`src/assert_macros.svh`:
```
// Assertion macros used by the encoder pulser RTL.
`ifndef ASSERT_MACROS_SVH
`define ASSERT_MACROS_SVH

// Checks an implication on every rising clock edge outside reset.
`define ASSERT_CLK(label, clk, rst_n, prop, msg) \
	label: assert property (@(posedge clk) disable iff (!rst_n) prop) else $error(msg);

// Checks a condition that must hold on every rising clock edge outside reset.
`define ASSERT_ALWAYS(label, clk, rst_n, cond, msg) \
	`ASSERT_CLK(label, clk, rst_n, (1'b1 |-> (cond)), msg)

`endif

```
`src/epu_pkg.sv`:
```
// Package with the types, constants and helpers of the encoder pulser.
`timescale 1ns / 1ps

package epu_pkg;

	localparam int MAX_ENTRIES = 8;
	localparam int STEP_CAP    = 50;

	localparam int IDX_W   = (MAX_ENTRIES > 1) ? $clog2(MAX_ENTRIES) : 1;
	localparam int CNT_W   = $clog2(MAX_ENTRIES + 1);
	localparam int ENTRY_W = 3;
	localparam int STEP_W  = 6;
	localparam int BTN_W   = 8;
	localparam int TIME_W  = 32;
	localparam int CFG_W   = 20;
	localparam int THR_W   = CFG_W + 1;

	localparam logic [1:0] CMD_REGISTER = 2'd0;
	localparam logic [1:0] CMD_ADD      = 2'd1;
	localparam logic [1:0] CMD_PROCESS  = 2'd2;
	localparam logic [1:0] CMD_CLEAR    = 2'd3;

	localparam logic [1:0] DIR_NONE = 2'd0;
	localparam logic [1:0] DIR_CW   = 2'd1;
	localparam logic [1:0] DIR_CCW  = 2'd2;

	localparam logic REG_DURATION = 1'b0;
	localparam logic REG_INTERVAL = 1'b1;

	localparam logic KIND_REPLY = 1'b0;
	localparam logic KIND_EVENT = 1'b1;

	typedef struct packed {
		logic               kind;
		logic [ENTRY_W-1:0] idx;
		logic               ok;
		logic [BTN_W-1:0]   button;
		logic               level;
	} epu_rec_t;

	typedef struct packed {
		logic     push;
		logic     flush;
		epu_rec_t rec;
	} epu_out_ctl_t;

	function automatic logic [BTN_W-1:0] joy_index(input logic [BTN_W-1:0] button);
		logic [BTN_W-1:0] res;
		res = (button == '0) ? '0 : button - BTN_W'(1);
		return res;
	endfunction

endpackage

```
`src/epu_alu.sv`:
```
// Shared arithmetic unit: elapsed-time compare and saturating step add.
`timescale 1ns / 1ps

module epu_alu
	import epu_pkg::*;
(
	input  logic [TIME_W-1:0] now,
	input  logic [TIME_W-1:0] press_time,
	input  logic [THR_W-1:0]  threshold,
	input  logic [STEP_W-1:0] have,
	input  logic [BTN_W-1:0]  add,
	output logic              elapsed_ge,
	output logic [STEP_W-1:0] sat_sum
);

	logic [TIME_W-1:0]  elapsed;
	logic [STEP_W+2:0]  sum;

	// Elapsed time wraps modulo 2^32, as the time base does.
	assign elapsed    = now - press_time;
	assign elapsed_ge = elapsed >= TIME_W'(threshold);

	assign sum = (STEP_W + 3)'(have) + (STEP_W + 3)'(add);

	always_comb begin
		if (have >= STEP_W'(STEP_CAP)) begin
			sat_sum = have;
		end else if (sum > (STEP_W + 3)'(STEP_CAP)) begin
			sat_sum = STEP_W'(STEP_CAP);
		end else begin
			sat_sum = sum[STEP_W-1:0];
		end
	end

endmodule

```
`src/epu_out_stage.sv`:
```
// Output stage: holds one result back so that the final word can be marked.
`timescale 1ns / 1ps

module epu_out_stage
	import epu_pkg::*;
(
	input  logic               clk,
	input  logic               arst_n,
	input  epu_out_ctl_t       ctl,
	output logic               room,
	output logic               out_valid,
	input  logic               out_ready,
	output logic               result_kind,
	output logic [ENTRY_W-1:0] entry_index,
	output logic               entry_ok,
	output logic [BTN_W-1:0]   joystick_button,
	output logic               button_level,
	output logic               last
);

	epu_rec_t hold_q;
	logic     hold_v_q;
	epu_rec_t out_q;
	logic     out_v_q;
	logic     last_q;
	logic     out_free;
	logic     load_push;
	logic     load_flush;

	assign out_free   = !out_v_q || out_ready;
	assign room       = !hold_v_q || out_free;
	// A new word pushes the held one out, which is then known not to be final.
	assign load_push  = ctl.push && room && hold_v_q;
	assign load_flush = ctl.flush && !ctl.push && hold_v_q && out_free;

	always_ff @(posedge clk or negedge arst_n) begin
		if (!arst_n) begin
			hold_v_q <= 1'b0;
			out_v_q  <= 1'b0;
		end else begin
			if (ctl.push && room) begin
				hold_v_q <= 1'b1;
			end else if (load_flush) begin
				hold_v_q <= 1'b0;
			end
			if (load_push || load_flush) begin
				out_v_q <= 1'b1;
			end else if (out_ready) begin
				out_v_q <= 1'b0;
			end
		end
	end

	always_ff @(posedge clk) begin
		if (ctl.push && room) begin
			hold_q <= ctl.rec;
		end
		if (load_push || load_flush) begin
			out_q  <= hold_q;
			last_q <= load_flush;
		end
	end

	assign out_valid       = out_v_q;
	assign result_kind     = out_q.kind;
	assign entry_index     = out_q.idx;
	assign entry_ok        = out_q.ok;
	assign joystick_button = out_q.button;
	assign button_level    = out_q.level;
	assign last            = last_q;

endmodule

```
`src/encoder_step_to_button_pulser_unit.sv`:
```
// Register pushes its reply, which the flush state sends marked last. Add searches entry
// by entry up to a match or the last entry; process visits a release and then a press
// state per entry, since the shared compare unit checks release and then press for each
// entry; clear, and add or process on an empty table, stay idle. One command is in flight
// at a time, and output back-pressure stretches register and process commands only.
// Reset empties the table and loads 50000 us into duration and interval.
`timescale 1ns / 1ps

`include "assert_macros.svh"

module encoder_step_to_button_pulser_unit
	import epu_pkg::*;
(
	input  logic               clk,
	input  logic               arst_n,
	input  logic               cfg_valid,
	output logic               cfg_ready,
	input  logic               cfg_index,
	input  logic [CFG_W-1:0]   cfg_data,
	input  logic               in_valid,
	output logic               in_ready,
	input  logic [1:0]         cmd,
	input  logic [BTN_W-1:0]   cw_button,
	input  logic [BTN_W-1:0]   ccw_button,
	input  logic [BTN_W-1:0]   step_button,
	input  logic [BTN_W-1:0]   step_count,
	input  logic [TIME_W-1:0]  now_us,
	output logic               out_valid,
	input  logic               out_ready,
	output logic               result_kind,
	output logic [ENTRY_W-1:0] entry_index,
	output logic               entry_ok,
	output logic [BTN_W-1:0]   joystick_button,
	output logic               button_level,
	output logic               last
);

	localparam logic [2:0] S_IDLE  = 3'd0;
	localparam logic [2:0] S_REG   = 3'd1;
	localparam logic [2:0] S_ADD   = 3'd2;
	localparam logic [2:0] S_REL   = 3'd3;
	localparam logic [2:0] S_PRESS = 3'd4;
	localparam logic [2:0] S_FLUSH = 3'd5;

	logic [2:0]        state_q;
	logic [IDX_W-1:0]  ptr_q;
	logic [CNT_W-1:0]  count_q;
	logic [CFG_W-1:0]  dur_q;
	logic [CFG_W-1:0]  int_q;

	logic [BTN_W-1:0]  cwb_q;
	logic [BTN_W-1:0]  ccwb_q;
	logic [BTN_W-1:0]  sbtn_q;
	logic [BTN_W-1:0]  scnt_q;
	logic [TIME_W-1:0] now_q;

	logic [BTN_W-1:0]  cw_id_q   [MAX_ENTRIES];
	logic [BTN_W-1:0]  ccw_id_q  [MAX_ENTRIES];
	logic [STEP_W-1:0] pcw_q     [MAX_ENTRIES];
	logic [STEP_W-1:0] pccw_q    [MAX_ENTRIES];
	logic [TIME_W-1:0] ptime_q   [MAX_ENTRIES];
	logic              pressed_q [MAX_ENTRIES];
	logic [1:0]        dir_q     [MAX_ENTRIES];

	logic [BTN_W-1:0]  cur_cw;
	logic [BTN_W-1:0]  cur_ccw;
	logic [STEP_W-1:0] cur_pcw;
	logic [STEP_W-1:0] cur_pccw;
	logic              cur_pressed;
	logic [1:0]        cur_dir;
	logic [1:0]        next_dir;
	logic              in_acc;
	logic              last_entry;
	logic              table_full;
	logic              match_cw;
	logic              match_ccw;
	logic [THR_W-1:0]  threshold;
	logic              elapsed_ge;
	logic [STEP_W-1:0] sat_sum;
	logic              rel_fire;
	logic              press_fire;
	logic              room;
	epu_out_ctl_t      octl;

	assign cfg_ready = 1'b1;
	assign in_ready  = (state_q == S_IDLE);
	assign in_acc    = in_valid && in_ready;

	assign cur_cw      = cw_id_q[ptr_q];
	assign cur_ccw     = ccw_id_q[ptr_q];
	assign cur_pcw     = pcw_q[ptr_q];
	assign cur_pccw    = pccw_q[ptr_q];
	assign cur_pressed = pressed_q[ptr_q];
	assign cur_dir     = dir_q[ptr_q];

	assign last_entry = (CNT_W'(ptr_q) + CNT_W'(1)) == count_q;
	assign table_full = count_q >= CNT_W'(MAX_ENTRIES);
	assign match_cw   = (cur_cw == sbtn_q);
	assign match_ccw  = (cur_ccw == sbtn_q);

	// The release check uses the duration; the same-direction press check uses
	// duration plus interval, both against the time since the last press.
	assign threshold = (state_q == S_REL) ? THR_W'(dur_q)
	                                      : THR_W'(dur_q) + THR_W'(int_q);

	epu_alu u_alu (
		.now        (now_q),
		.press_time (ptime_q[ptr_q]),
		.threshold  (threshold),
		.have       (match_cw ? cur_pcw : cur_pccw),
		.add        (scnt_q),
		.elapsed_ge (elapsed_ge),
		.sat_sum    (sat_sum)
	);

	always_comb begin
		if (cur_dir == DIR_CW && cur_pcw != '0) begin
			next_dir = DIR_CW;
		end else if (cur_dir == DIR_CCW && cur_pccw != '0) begin
			next_dir = DIR_CCW;
		end else if (cur_pcw != '0) begin
			next_dir = DIR_CW;
		end else begin
			next_dir = DIR_CCW;
		end
	end

	assign rel_fire   = (state_q == S_REL) && cur_pressed && elapsed_ge;
	assign press_fire = (state_q == S_PRESS) && !cur_pressed
	                    && (cur_pcw != '0 || cur_pccw != '0)
	                    && (next_dir != cur_dir || elapsed_ge);

	always_comb begin
		octl.push       = 1'b0;
		octl.flush      = (state_q == S_FLUSH);
		octl.rec.kind   = KIND_EVENT;
		octl.rec.idx    = ENTRY_W'(ptr_q);
		octl.rec.ok     = 1'b0;
		octl.rec.button = '0;
		octl.rec.level  = 1'b0;
		unique case (state_q)
			S_REG: begin
				octl.push     = 1'b1;
				octl.rec.kind = KIND_REPLY;
				octl.rec.idx  = table_full ? '0 : ENTRY_W'(count_q);
				octl.rec.ok   = !table_full;
			end
			S_REL: begin
				octl.push       = rel_fire;
				octl.rec.button = joy_index((cur_dir == DIR_CW) ? cur_cw : cur_ccw);
			end
			S_PRESS: begin
				octl.push       = press_fire;
				octl.rec.level  = 1'b1;
				octl.rec.button = joy_index((next_dir == DIR_CW) ? cur_cw : cur_ccw);
			end
			default: begin
			end
		endcase
	end

	epu_out_stage u_out (
		.clk             (clk),
		.arst_n          (arst_n),
		.ctl             (octl),
		.room            (room),
		.out_valid       (out_valid),
		.out_ready       (out_ready),
		.result_kind     (result_kind),
		.entry_index     (entry_index),
		.entry_ok        (entry_ok),
		.joystick_button (joystick_button),
		.button_level    (button_level),
		.last            (last)
	);

	// Sequencer and control state.
	always_ff @(posedge clk or negedge arst_n) begin
		if (!arst_n) begin
			state_q <= S_IDLE;
			ptr_q   <= '0;
			count_q <= '0;
			dur_q   <= CFG_W'(50000);
			int_q   <= CFG_W'(50000);
		end else begin
			if (cfg_valid && cfg_ready) begin
				if (cfg_index == REG_DURATION) begin
					dur_q <= cfg_data;
				end
				if (cfg_index == REG_INTERVAL) begin
					int_q <= cfg_data;
				end
			end
			unique case (state_q)
				S_IDLE: begin
					ptr_q <= '0;
					if (in_acc) begin
						unique case (cmd)
							CMD_REGISTER: state_q <= S_REG;
							CMD_ADD:      state_q <= (count_q == '0) ? S_IDLE : S_ADD;
							CMD_PROCESS:  state_q <= (count_q == '0) ? S_IDLE : S_REL;
							CMD_CLEAR:    count_q <= '0;
							default:      state_q <= S_IDLE;
						endcase
					end
				end
				S_REG: begin
					if (room) begin
						if (!table_full) begin
							count_q <= count_q + CNT_W'(1);
						end
						state_q <= S_FLUSH;
					end
				end
				S_ADD: begin
					if (match_cw || match_ccw || last_entry) begin
						state_q <= S_IDLE;
					end else begin
						ptr_q <= ptr_q + IDX_W'(1);
					end
				end
				S_REL: begin
					if (!rel_fire || room) begin
						state_q <= S_PRESS;
					end
				end
				S_PRESS: begin
					if (!press_fire || room) begin
						if (last_entry) begin
							state_q <= S_FLUSH;
						end else begin
							ptr_q   <= ptr_q + IDX_W'(1);
							state_q <= S_REL;
						end
					end
				end
				S_FLUSH: begin
					if (room) begin
						state_q <= S_IDLE;
					end
				end
				default: state_q <= S_IDLE;
			endcase
		end
	end

	// Command word and table contents; entries beyond the count are never read.
	always_ff @(posedge clk) begin
		if (in_acc) begin
			cwb_q  <= cw_button;
			ccwb_q <= ccw_button;
			sbtn_q <= step_button;
			scnt_q <= step_count;
			now_q  <= now_us;
		end
		if (state_q == S_REG && room && !table_full) begin
			cw_id_q[count_q[IDX_W-1:0]]   <= cwb_q;
			ccw_id_q[count_q[IDX_W-1:0]]  <= ccwb_q;
			pcw_q[count_q[IDX_W-1:0]]     <= '0;
			pccw_q[count_q[IDX_W-1:0]]    <= '0;
			ptime_q[count_q[IDX_W-1:0]]   <= '0;
			pressed_q[count_q[IDX_W-1:0]] <= 1'b0;
			dir_q[count_q[IDX_W-1:0]]     <= DIR_NONE;
		end
		if (state_q == S_ADD) begin
			if (match_cw) begin
				pcw_q[ptr_q] <= sat_sum;
			end else if (match_ccw) begin
				pccw_q[ptr_q] <= sat_sum;
			end
		end
		if (rel_fire && room) begin
			pressed_q[ptr_q] <= 1'b0;
		end
		if (press_fire && room) begin
			pressed_q[ptr_q] <= 1'b1;
			ptime_q[ptr_q]   <= now_q;
			dir_q[ptr_q]     <= next_dir;
			if (next_dir == DIR_CW) begin
				pcw_q[ptr_q] <= cur_pcw - STEP_W'(1);
			end else begin
				pccw_q[ptr_q] <= cur_pccw - STEP_W'(1);
			end
		end
	end

	`ASSERT_ALWAYS(a_count_in_range, clk, arst_n, count_q <= CNT_W'(MAX_ENTRIES), "entry count beyond table size")
	`ASSERT_CLK(a_busy_after_accept, clk, arst_n, in_valid && in_ready && cmd != CMD_CLEAR |=> !in_ready || count_q == '0, "sequencer took a command but stayed idle")
	`ASSERT_CLK(a_walk_in_table, clk, arst_n, state_q == S_REL || state_q == S_PRESS |-> CNT_W'(ptr_q) < count_q, "table walk beyond entry count")

endmodule
```
`config.mk`:
```
export PLATFORM = sky130hd
export DESIGN_NAME = encoder_step_to_button_pulser_unit
export DESIGN_NICKNAME = d
export VERILOG_FILES = /design/src/epu_pkg.sv /design/src/epu_alu.sv /design/src/epu_out_stage.sv /design/src/encoder_step_to_button_pulser_unit.sv
export VERILOG_INCLUDE_DIRS = /design/src /design/src/src
export SDC_FILE = /design/constraint.sdc
export NUM_CORES = 1
export LEC_CHECK = 0
export BUFFER_PORTS_ARGS = -buffer_cell sky130_fd_sc_hd__buf_2
export CAP_MARGIN = 25
export CORE_MARGIN = 5
export CORE_UTILIZATION = 45
export CTS_CLUSTER_SIZE = 20
export DETAILED_ROUTE_END_ITERATION = 8
export GPL_TIMING_DRIVEN = 0
export MAX_ROUTING_LAYER = met4
export PLACE_DENSITY_LB_ADDON = 0.3
export SLEW_MARGIN = 25
export SYNTH_ARGS = -nofsm -noshare
export SYNTH_HDL_FRONTEND = slang
export SYNTH_HIERARCHICAL = 1
export SYNTH_SLANG_ARGS = --single-unit
```
`constraint.sdc`:
```
create_clock -name clk -period 8.7 [get_ports clk]
set_input_delay 0.87 -clock clk [delete_from_list [all_inputs] [get_ports clk]]
set_output_delay 0.87 -clock clk [all_outputs]
set_load 0.05 [all_outputs]
```
==> reports/qor.yml, run 1 <==
placement:
  place_congestion: 0.902
  io_buffers: 108
  place.detailed.hpwl_um: 49300
clock_network:
  cts.sinks: 649
  cts_tree: "yes"
  clk_path_buf_depth: 3
  cts_buffers: 71
  cts.clk_slew.worst_paths_ns: 0.07
  root_buffer: "clkbuf_16"
  cts_hold_buf: 0
  worstSkewPairLatency_ns: 0.64
  cts_max_level: 3
critical_path:
  cp_max_fo: 19
  reg2regPathDepth: 33
  r2r_end: "pcw_q[1][3]"
  endpoint_kind: "register"
  worst_setup_path_start_kind: "register"
  critPathKind: "register to register"
  cp-startpoint: "ptr_q[0]"
  critPathMaxStageDelay_ns: 0.52
  cp.required_ns: 8.97
  r2r_slack_ns: 0.16
  critPathArrivalTime_ns: 8.81
  cp_common_cell: "buf_4"
  cp_slowest_cell: "mux4_2"
  crit_path_end: "pcw_q[1][3]"
  r2r-start: "ptr_q[0]"
logic_synthesis:
  syn-num-nets: 2133
  ys_seq_elements: 649
  synthFlopType: "edfxtp_1"
  netlist.top_cell.by_area: "edfxtp_1"
  seq_area_frac_synth: 0.638
  syn_area_um2: 30200
  netlist_instances: 1946
  synth.yosys.warnings: 6
  synthDistinctLibCells: 95
  synth_top_area_frac: 0.594
  yosys-top-cells-area: "edfxtp_1 (59%), mux4_2 (9.1%), ha_1 (3.8%)"
  synth.most_common_cell: "edfxtp_1"
  synthArstFlopShare: 0.0801
  avgSynthCellArea_um2: 15.5
  yosys-top-cells-count: "edfxtp_1 (597), mux4_2 (122), nand2_1 (111)"
  synth_edf_count: 597
die:
  start_util: 0.452
  die_w_um: 269
  die_h_um: 269
  io_pins: 110
  core_area_um2: 66800
  dieArea_um2: 72400
  num_rows: 95
drt:
  ant_nets: 0
  drc: 0
  drt-wirelength-per-cell_um: 22.8
  via_per_inst: 5.79
  first_iter_violations: 1455
  dr.pass1.iters: 8
  via_count: 17800
  routed_wl_um: 70000
timing:
  period_share: 0.982
  fin_skew_ns: 0.0344
  slew_violations: 0
  setup_viol: 0
  fmax_mhz: 117
  period_needed_ns: 8.54
  maxSlewHeadroom: 0.425
  rsz0062_at_grt: "yes"
  hold_viol: 0
  fin_setup_tns_ns: 0
  worst_pin_slew_ns: 0.853
  fin_hold_ws_ns: 0.291
global_route:
  grt_pass1_vias: 17900
  grt_usage: 0.198
  grt_max_degree: 53
  antenna_found_initial: 3
  grt_pass1_wl_um: 106000
  grt_overflow_total: 0
finish:
  drive_gt1_frac: 0.254
  fin_nets: 2331
  area_growth_pct: 15.5
pwr:
  p_leak_nw: 12.4
  pwr-share-comb: 0.439
  swShare: 0.381
  p_int_mw: 8.03
  powerDensity_nw_per_um2: 372
  seq_power_share: 0.327
  ir_worst_vdd_uv: 194
  power_frac_clock: 0.234
  p_switching_mw: 4.94
run:
  max_cap_viol_count: 0
status:
  status: "completed"
hold_path:
  min_path_type: "primary input to asynchronous set/reset pin"
## kinds of logic (layout without fill, tap and decap cells)
logic type               after synthesis  count (layout)  synth area share
AO/OA/AOI/OAI                        301             301            0.0642
flip-flops                           649             649             0.638
XOR/XNOR                              85              85            0.0247
AND/OR/NAND/NOR                      379             379            0.0657
multiplexers                         257             257             0.142
buffers and inverters                179             433            0.0259
other                                  1               3          0.000124
adder cells (fa/ha/maj)               95              95            0.0401
## metal layers
layer,share of wire,vias to the layer above,GRT usage
li1,-,7987,-
met1,0.42,9096,0.259
met3,0.057,110,0.0297
met4,0.025,0,0.0537
met5,0,-,-
met2,0.50,624,0.328
## flip-flops by register name, summed over array words and instances, names as in the netlist, 3 cells and up
signal / count
ccwb_q: 8
u_out/entry_index: 3
ptime_q: 256
dur_q: 20
int_q: 20
sbtn_q: 8
u_out/hold_q: 14
u_out/joystick_button: 8
cw_id_q: 64
now_q: 32
pccw_q: 48
cwb_q: 8
dir_q: 16
count_q: 4
pressed_q: 8
scnt_q: 8
ptr_q: 3
ccw_id_q: 64
state_q: 3
pcw_q: 48
## power by group through the flow
stage | clock network (mW) | logic [mW] | registers, mW
2_1_floorplan | 0 | 3.93 | 4.38
3_3_place_gp | 0 | 5.35 | 4.33
3_5_place_dp | 0 | 5.60 | 4.30
4_1_cts | 3.10 | 5.64 | 4.24
5_1_grt | 3.23 | 6.18 | 4.27
6_report | 3.04 | 5.69 | 4.24
## cells in the final DEF (no fill, tap or decap), types with 10 or more instances in the layout
cell type and n:
a21o_1 21, a21oi_1 74, and3_1 36, buf_16 16, buf_2 122, buf_6 11, clkbuf_1 49, clkbuf_16 72
clkinv_2 15, dfrtp_1 39, dfstp_2 12, edfxtp_1 597, ha_1 92, inv_1 94, mux2_2 83, mux2i_1 45
mux4_2 122, nand2_1 111, nand2b_1 11, nand3_1 35, nand4_1 13, nor2_1 78, nor2b_1 10, nor3_1 26
o21a_1 14, o21ai_0 57, o21ai_1 25, o21ai_2 10, xnor2_1 39, xor2_1 46
## how the worst min path moves through the flow
stage | endpoint | startpoint | slack (ns)
floorplan | u_out/button_level | u_out/hold_q[0] | 0.40
global route | count_q[2] | arst_n | 0.34
finish | count_q[0] | arst_n | 0.29
CTS | count_q[0] | arst_n | 0.29
detailed placement | u_out/joystick_button[5] | u_out/hold_q[6] | 0.40
global placement | u_out/joystick_button[5] | u_out/hold_q[6] | 0.40
## cell type report
class                   count  area, um2
diodes                      2       5.00
clock inverters            44        527
clock buffers              85       1870
plain buffers              78        430
repair buffers            129       1050
inverters                  97        368
flip-flops and latches    649      19200
fillers                  5414      31900
multi-input cells        1118      10300
well taps                 873       1090
## what timing repair did
item	in CTS	in global routing
resized for setup	12	10
setup buffers	0	3
setup endpoints to repair	662	119
pin swaps	0	2
## critical path, delay by kind of cell, from the launching register on
kind	cells	cell delay (ns)
AND/OR/NAND/NOR	9	1.81
XOR/XNOR	1	0.17
multiplexers	2	0.79
flip-flops	1	0.48
AO/OA/AOI/OAI	11	2.46
buffers and inverters	8	1.89
adder cells (fa/ha/maj)	2	0.52
## metrics by stage
step           setup WS [ns]  total power [mW]   util  instance area (um2)  cells
6_report               0.158              13.0  0.522                34900   3075
5_1_grt              -0.0853              13.7  0.522                34900   3075
4_1_cts              -0.0113              13.0  0.521                34800   3071
3_5_place_dp          -0.842              9.90  0.485                32400   2945
3_3_place_gp           -4.93              9.68  0.476                31800   2927
2_1_floorplan         0.0316              8.32      -                30200   1946
(Power assumes the default switching activity.)
==> run 2: changes to the inputs <==
--- a/config.mk
+++ b/config.mk
@@ -12,7 +12,7 @@
 export CORE_UTILIZATION = 45
 export CTS_CLUSTER_SIZE = 20
 export DETAILED_ROUTE_END_ITERATION = 8
-export GPL_TIMING_DRIVEN = 0
+export GPL_TIMING_DRIVEN = 1
 export MAX_ROUTING_LAYER = met4
 export PLACE_DENSITY_LB_ADDON = 0.3
 export SLEW_MARGIN = 25
==> reports/qor.yml, run 2 (synthesis results as in run 1) <==
critical_path:
  path_delay_family: "compound AO/OA/AOI/OAI gates"  # unchanged
  cp.required_ns: 8.96  # was 8.97 ns
  crit_buf_inv: 4  # was 8
  cp_slowest_cell: "dfrtp_4"  # was mux4_2
  cp_max_fo: 21  # was 19
  r2r_slack_ns: 1.39  # was 0.16 ns
  worst_setup_path_start_kind: "register"  # unchanged
  critPathMaxStageDelay_ns: 0.68  # was 0.52 ns
  critPathArrivalTime_ns: 7.58  # was 8.81 ns
  endpoint_kind: "register"  # unchanged
  critPathKind: "register to register"  # unchanged
finish:
  top_register: "ptime_q"  # unchanged
  final_cell_area_um2: 34100  # was 34900 um2
  final_cell_mix: "edfxtp_1 (597), mux4_2 (122), nand2_1 (111)"  # was edfxtp_1 (597), buf_2 (122), mux4_2 (122)
  fin_nets: 2258  # was 2331
  area_growth_pct: 12.8  # was 15.5%
  layout_commonest_cell: "edfxtp_1"  # unchanged
  stdcell_count: 3001  # was 3075
  fin_util: 0.510  # was 0.522
  largest_reg_flops: 256  # unchanged
  drive_gt1_frac: 0.240  # was 0.254
drt:
  first_iter_violations: 1400  # was 1455
  via_per_inst: 5.76  # was 5.79
  routed_wl_um: 66700  # was 70000 um
  dr.pass1.iters: 6  # was 8
  via_count: 17300  # was 17.8k
  drc: 0  # unchanged
  drt-wirelength-per-cell_um: 22.2  # was 22.8 um
  ant_nets: 0  # unchanged
die:
  io_pins: 110  # unchanged
  die_h_um: 269  # unchanged
  start_util: 0.452  # unchanged
  die_w_um: 269  # unchanged
  dieArea_um2: 72400  # unchanged
  num_rows: 95  # unchanged
  core_area_um2: 66800  # unchanged
placement:
  place.detailed.hpwl_um: 43800  # was 49300 um
  dpl_cell_area_um2: 31700  # was 32400 um2
  pre_cts_ws_ns: 1.48  # was -0.842 ns
  io_buffers: 108  # unchanged
  place_congestion: 0.943  # was 0.902
  placed_cells: 2870  # was 2945
pwr:
  swShare: 0.376  # was 0.381
  power_frac_clock: 0.233  # was 0.234
  p_switching_mw: 4.72  # was 4.94 mW
  seq_power_share: 0.343  # was 0.327
  p_total_mw: 12.6  # was 13.0 mW
  ir_worst_vdd_uv: 185  # was 194 uV
  p_leak_nw: 12.0  # was 12.4 nW
  p_int_mw: 7.84  # was 8.03 mW
  pwr-share-comb: 0.423  # was 0.439
  powerDensity_nw_per_um2: 369  # was 372 nW/um2
clock_network:
  worstSkewPairLatency_ns: 0.63  # was 0.64 ns
  cts_max_level: 3  # unchanged
  cts_tree: "yes"  # unchanged
  cts.sinks: 649  # unchanged
  ctsResizeCount: 0  # was 12
  cts_buffers: 71  # unchanged
  root_buffer: "clkbuf_16"  # unchanged
  cts.clk_slew.worst_paths_ns: 0.06  # was 0.07 ns
  post_cts_buffers: 0  # unchanged
  cts_hold_buf: 0  # unchanged
  clk_path_buf_depth: 3  # unchanged
timing:
  worst_pin_slew_ns: 1.04  # was 0.853 ns
  fmax_mhz: 137  # was 117 MHz
  fin_setup_tns_ns: 0  # unchanged
  period_needed_ns: 7.31  # was 8.54 ns
  slew_violations: 0  # unchanged
  hold_viol: 0  # unchanged
  period_share: 0.841  # was 0.982
  fin_skew_ns: 0.0414  # was 0.0344 ns
  maxSlewHeadroom: 0.304  # was 0.425
  setup_slack_ns: 1.39  # was 0.158 ns
  setup_viol: 0  # unchanged
  rsz0062_at_grt: "no"  # was yes
  fin_hold_ws_ns: 0.376  # was 0.291 ns
global_route:
  grt_pass1_wl_um: 105000  # was 106000 um
  antenna_found_initial: 3  # unchanged
  grt_usage: 0.192  # was 0.198
  grt_max_degree: 65  # was 53
  grt_pass1_vias: 18000  # was 17.9k
  grt_overflow_total: 0  # unchanged
hold_path:
  min_path_type: "primary input to asynchronous set/reset pin"  # unchanged
run:
  max_cap_viol_count: 0  # unchanged
status:
  status: "completed"  # unchanged
## run 2: changes by cell type in the layout (fill, tap and decap cells not counted), moves of 9 or more
cell and delta:
buf_16 -15, clkbuf_1 -40, buf_2 -14, buf_6 -11
clkinv_1 +9, buf_4 +16
## run 2: power groups by stage
stage	Combinational, mW	Clock, mW	Sequential (mW)
after floorplan	3.93	0	4.38
after detailed placement	5.29	0	4.39
after CTS	5.31	3.00	4.33
after global routing	5.85	3.14	4.37
final	5.32	2.93	4.32
after global placement	5.21	0	4.37
## run 2: final timing paths
check | from | end | cells past startpoint
setup / recovery | ptr_q[0] | pccw_q[5][0] | 28
hold / removal | arst_n | int_q[1] | 2
setup reg to reg | ptr_q[0] | pccw_q[5][0] | 28
hold reg to reg | u_out/hold_q[0] | u_out/button_level | 0
max in group asynchronous | arst_n | ptr_q[0] | 2
min in group clk | cw_button[7] | cwb_q[7] | 1
## run 2: final cells by class
class / count / area (um2)
fillers: 5552 / 32700
flip-flops and latches: 649 / 19300
multi-input cells: 1118 / 10300
clock buffers: 80 / 1810
well taps: 873 / 1090
repair buffers: 134 / 756
clock inverters: 47 / 512
inverters: 97 / 364
diodes: 3 / 7.51
## run 2: per-layer routing
| metal | wire (um) | part of all wire | track usage | vias up |
|---|---|---|---|---|
| li1 | - | - | - | 7826 |
| met1 | 28800 | 0.43 | 0.253 | 8857 |
| met2 | 32900 | 0.49 | 0.311 | 477 |
| met3 | 3240 | 0.049 | 0.0304 | 121 |
| met4 | 1840 | 0.028 | 0.0585 | 0 |
| met5 | 0 | 0 | - | - |
## run 2: worst reg2reg max path, delay by kind of cell (launching register included)
family                   cells  cell delay [ns]
multiplexers                 2             0.84
buffers and inverters        4             0.87
AO/OA/AOI/OAI               11             2.24
adder cells (fa/ha/maj)      2             0.61
AND/OR/NAND/NOR              8             1.53
flip-flops                   1             0.68
XOR/XNOR                     1             0.18
==> run 3: changes to the inputs <==
==> constraint.sdc (replaced) <==
create_clock -name clk -period 7.2 [get_ports clk]
set_input_delay 0.72 -clock clk [delete_from_list [all_inputs] [get_ports clk]]
set_output_delay 0.72 -clock clk [all_outputs]
set_load 0.05 [all_outputs]
==> reports/qor.yml, run 3 (synthesis results as in run 1) <==
clock_network:
  cts.sinks: 649  # unchanged
  worstSkewPairLatency_ns: 0.63  # about the same
  clk_path_buf_depth: 3  # unchanged
  cts.clk_slew.worst_paths_ns: 0.06  # about the same
  cts_tree: "yes"  # unchanged
  cts_buffers: 71  # unchanged
  cts_hold_buf: 0  # unchanged
  root_buffer: "clkbuf_16"  # unchanged
  cts_max_level: 3  # unchanged
critical_path:
  cp_slowest_cell: "dfrtp_4"  # unchanged
  worst_setup_path_start_kind: "register"  # unchanged
  endpoint_kind: "register"  # unchanged
  critPathKind: "register to register"  # unchanged
  critPathArrivalTime_ns: 6.97  # was 7.58 ns
  cp_max_fo: 12  # was 21
  cp.required_ns: 7.47  # was 8.96 ns
  critPathMaxStageDelay_ns: 0.56  # was 0.68 ns
finish:
  top_register: "ptime_q"  # unchanged
  final_cell_mix: "edfxtp_1 (597), mux4_2 (122), nand2_1 (111)"  # unchanged
  drive_gt1_frac: 0.248  # was 0.240
  final_cell_area_um2: 34300  # was 34100 um2
  area_growth_pct: 13.6  # was 12.8%
  fin_util: 0.513  # was 0.510
  fin_nets: 2279  # was 2258
  largest_reg_flops: 256  # unchanged
  layout_commonest_cell: "edfxtp_1"  # unchanged
die:
  core_area_um2: 66800  # unchanged
  dieArea_um2: 72400  # unchanged
  num_rows: 95  # unchanged
  die_w_um: 269  # unchanged
  start_util: 0.452  # unchanged
  die_h_um: 269  # unchanged
  io_pins: 110  # unchanged
timing:
  worst_pin_slew_ns: 1.01  # was 1.04 ns
  slew_violations: 0  # unchanged
  period_share: 0.931  # was 0.841
  setup_viol: 0  # unchanged
  period_needed_ns: 6.71  # was 7.31 ns
  maxSlewHeadroom: 0.322  # was 0.304
  fmax_mhz: 149  # was 137 MHz
  fin_hold_ws_ns: 0.240  # was 0.376 ns
  rsz0062_at_grt: "no"  # unchanged
  fin_skew_ns: 0.0348  # was 0.0414 ns
  hold_viol: 0  # unchanged
pwr:
  ir_worst_vdd_uv: 207  # was 185 uV
  p_leak_nw: 12.1  # was 12.0 nW
  powerDensity_nw_per_um2: 444  # was 369 nW/um2
drt:
  ant_nets: 0  # unchanged
  drc: 0  # unchanged
  drt-wirelength-per-cell_um: 22.4  # was 22.2 um
  routed_wl_um: 67600  # was 66700 um
  first_iter_violations: 1366  # was 1400
  via_count: 17300  # about the same
  via_per_inst: 5.73  # was 5.76
  dr.pass1.iters: 6  # unchanged
global_route:
  antenna_found_initial: 1  # was 3
  grt_pass1_vias: 17900  # was 18.0k
  grt_usage: 0.193  # was 0.192
  grt_overflow_total: 0  # unchanged
  grt_pass1_wl_um: 105000  # about the same
  grt_max_degree: 80  # was 65
hold_path:
  min_path_type: "primary input to asynchronous set/reset pin"  # unchanged
run:
  max_cap_viol_count: 0  # unchanged
placement:
  place_congestion: 0.934  # was 0.943
  dpl_cell_area_um2: 31900  # was 31700 um2
  io_buffers: 108  # unchanged
  place.detailed.hpwl_um: 44700  # was 43800 um
status:
  status: "completed"  # unchanged
## run 3: timing repair
action / CTS / global route
hold endpoints to repair: 0 / 0
endpoints found under the setup margin: 0 / 171
setup buffers: 0 / 11
resized for setup: 0 / 1
## run 3: critical path: cells and delay by family (launching register included)
kind                     cells  cell delay, ns
AND/OR/NAND/NOR              9            1.52
XOR/XNOR                     1            0.17
AO/OA/AOI/OAI               11            2.28
buffers and inverters        4            0.48
adder cells (fa/ha/maj)      2            0.59
flip-flops                   1            0.56
multiplexers                 2            0.74
## run 3: per-stage QoR
stage	power [mW]	setup slack, ns	cells	setup TNS [ns]
3_5_place_dp	11.8	0.350	2880	0
2_1_floorplan	10.0	-0.556	1946	-151.17
3_3_place_gp	11.7	0.485	2880	0
5_1_grt	16.2	0.0470	3020	0
4_1_cts	15.2	0.289	3007	0
6_report	15.2	0.494	3021	0
## run 3: routing by layer
layer | part of all wire | vias up | track usage
met5 | 0 | - | -
met4 | 0.025 | 0 | 0.0551
met3 | 0.060 | 118 | 0.0295
met2 | 0.49 | 586 | 0.312
met1 | 0.43 | 8744 | 0.257
li1 | - | 7867 | -
## run 3: worst paths after layout
check	slack, ns	cells after the start	from	end
setup / recovery	0.49	29	ptr_q[0]	pccw_q[1][5]
hold / removal	0.24	2	arst_n	int_q[5]
setup reg to reg	0.49	29	ptr_q[0]	pccw_q[1][5]
hold reg to reg	0.42	0	u_out/hold_q[2]	u_out/joystick_button[1]
max in group asynchronous	6.43	2	arst_n	ptr_q[2]
min in group clk	0.27	1	cw_button[2]	cwb_q[2]
## run 3: area by class of cell
type | instances | area (um2)
Fill cell | 5470 | 32500
Sequential cell | 649 | 19300
Multi-Input combinational cell | 1118 | 10300
Clock buffer | 88 | 1850
Tap cell | 873 | 1090
Timing Repair Buffer | 155 | 1050
Clock inverter | 39 | 388
Inverter | 97 | 364
Antenna cell | 2 | 5.00
## run 3: power by group
part,switching (mW),total (mW),internal [mW]
Sequential,0.291,5.20,4.91
Clock,1.51,3.41,1.91
Combinational,3.94,6.60,2.66
Total,5.73,15.2,9.48
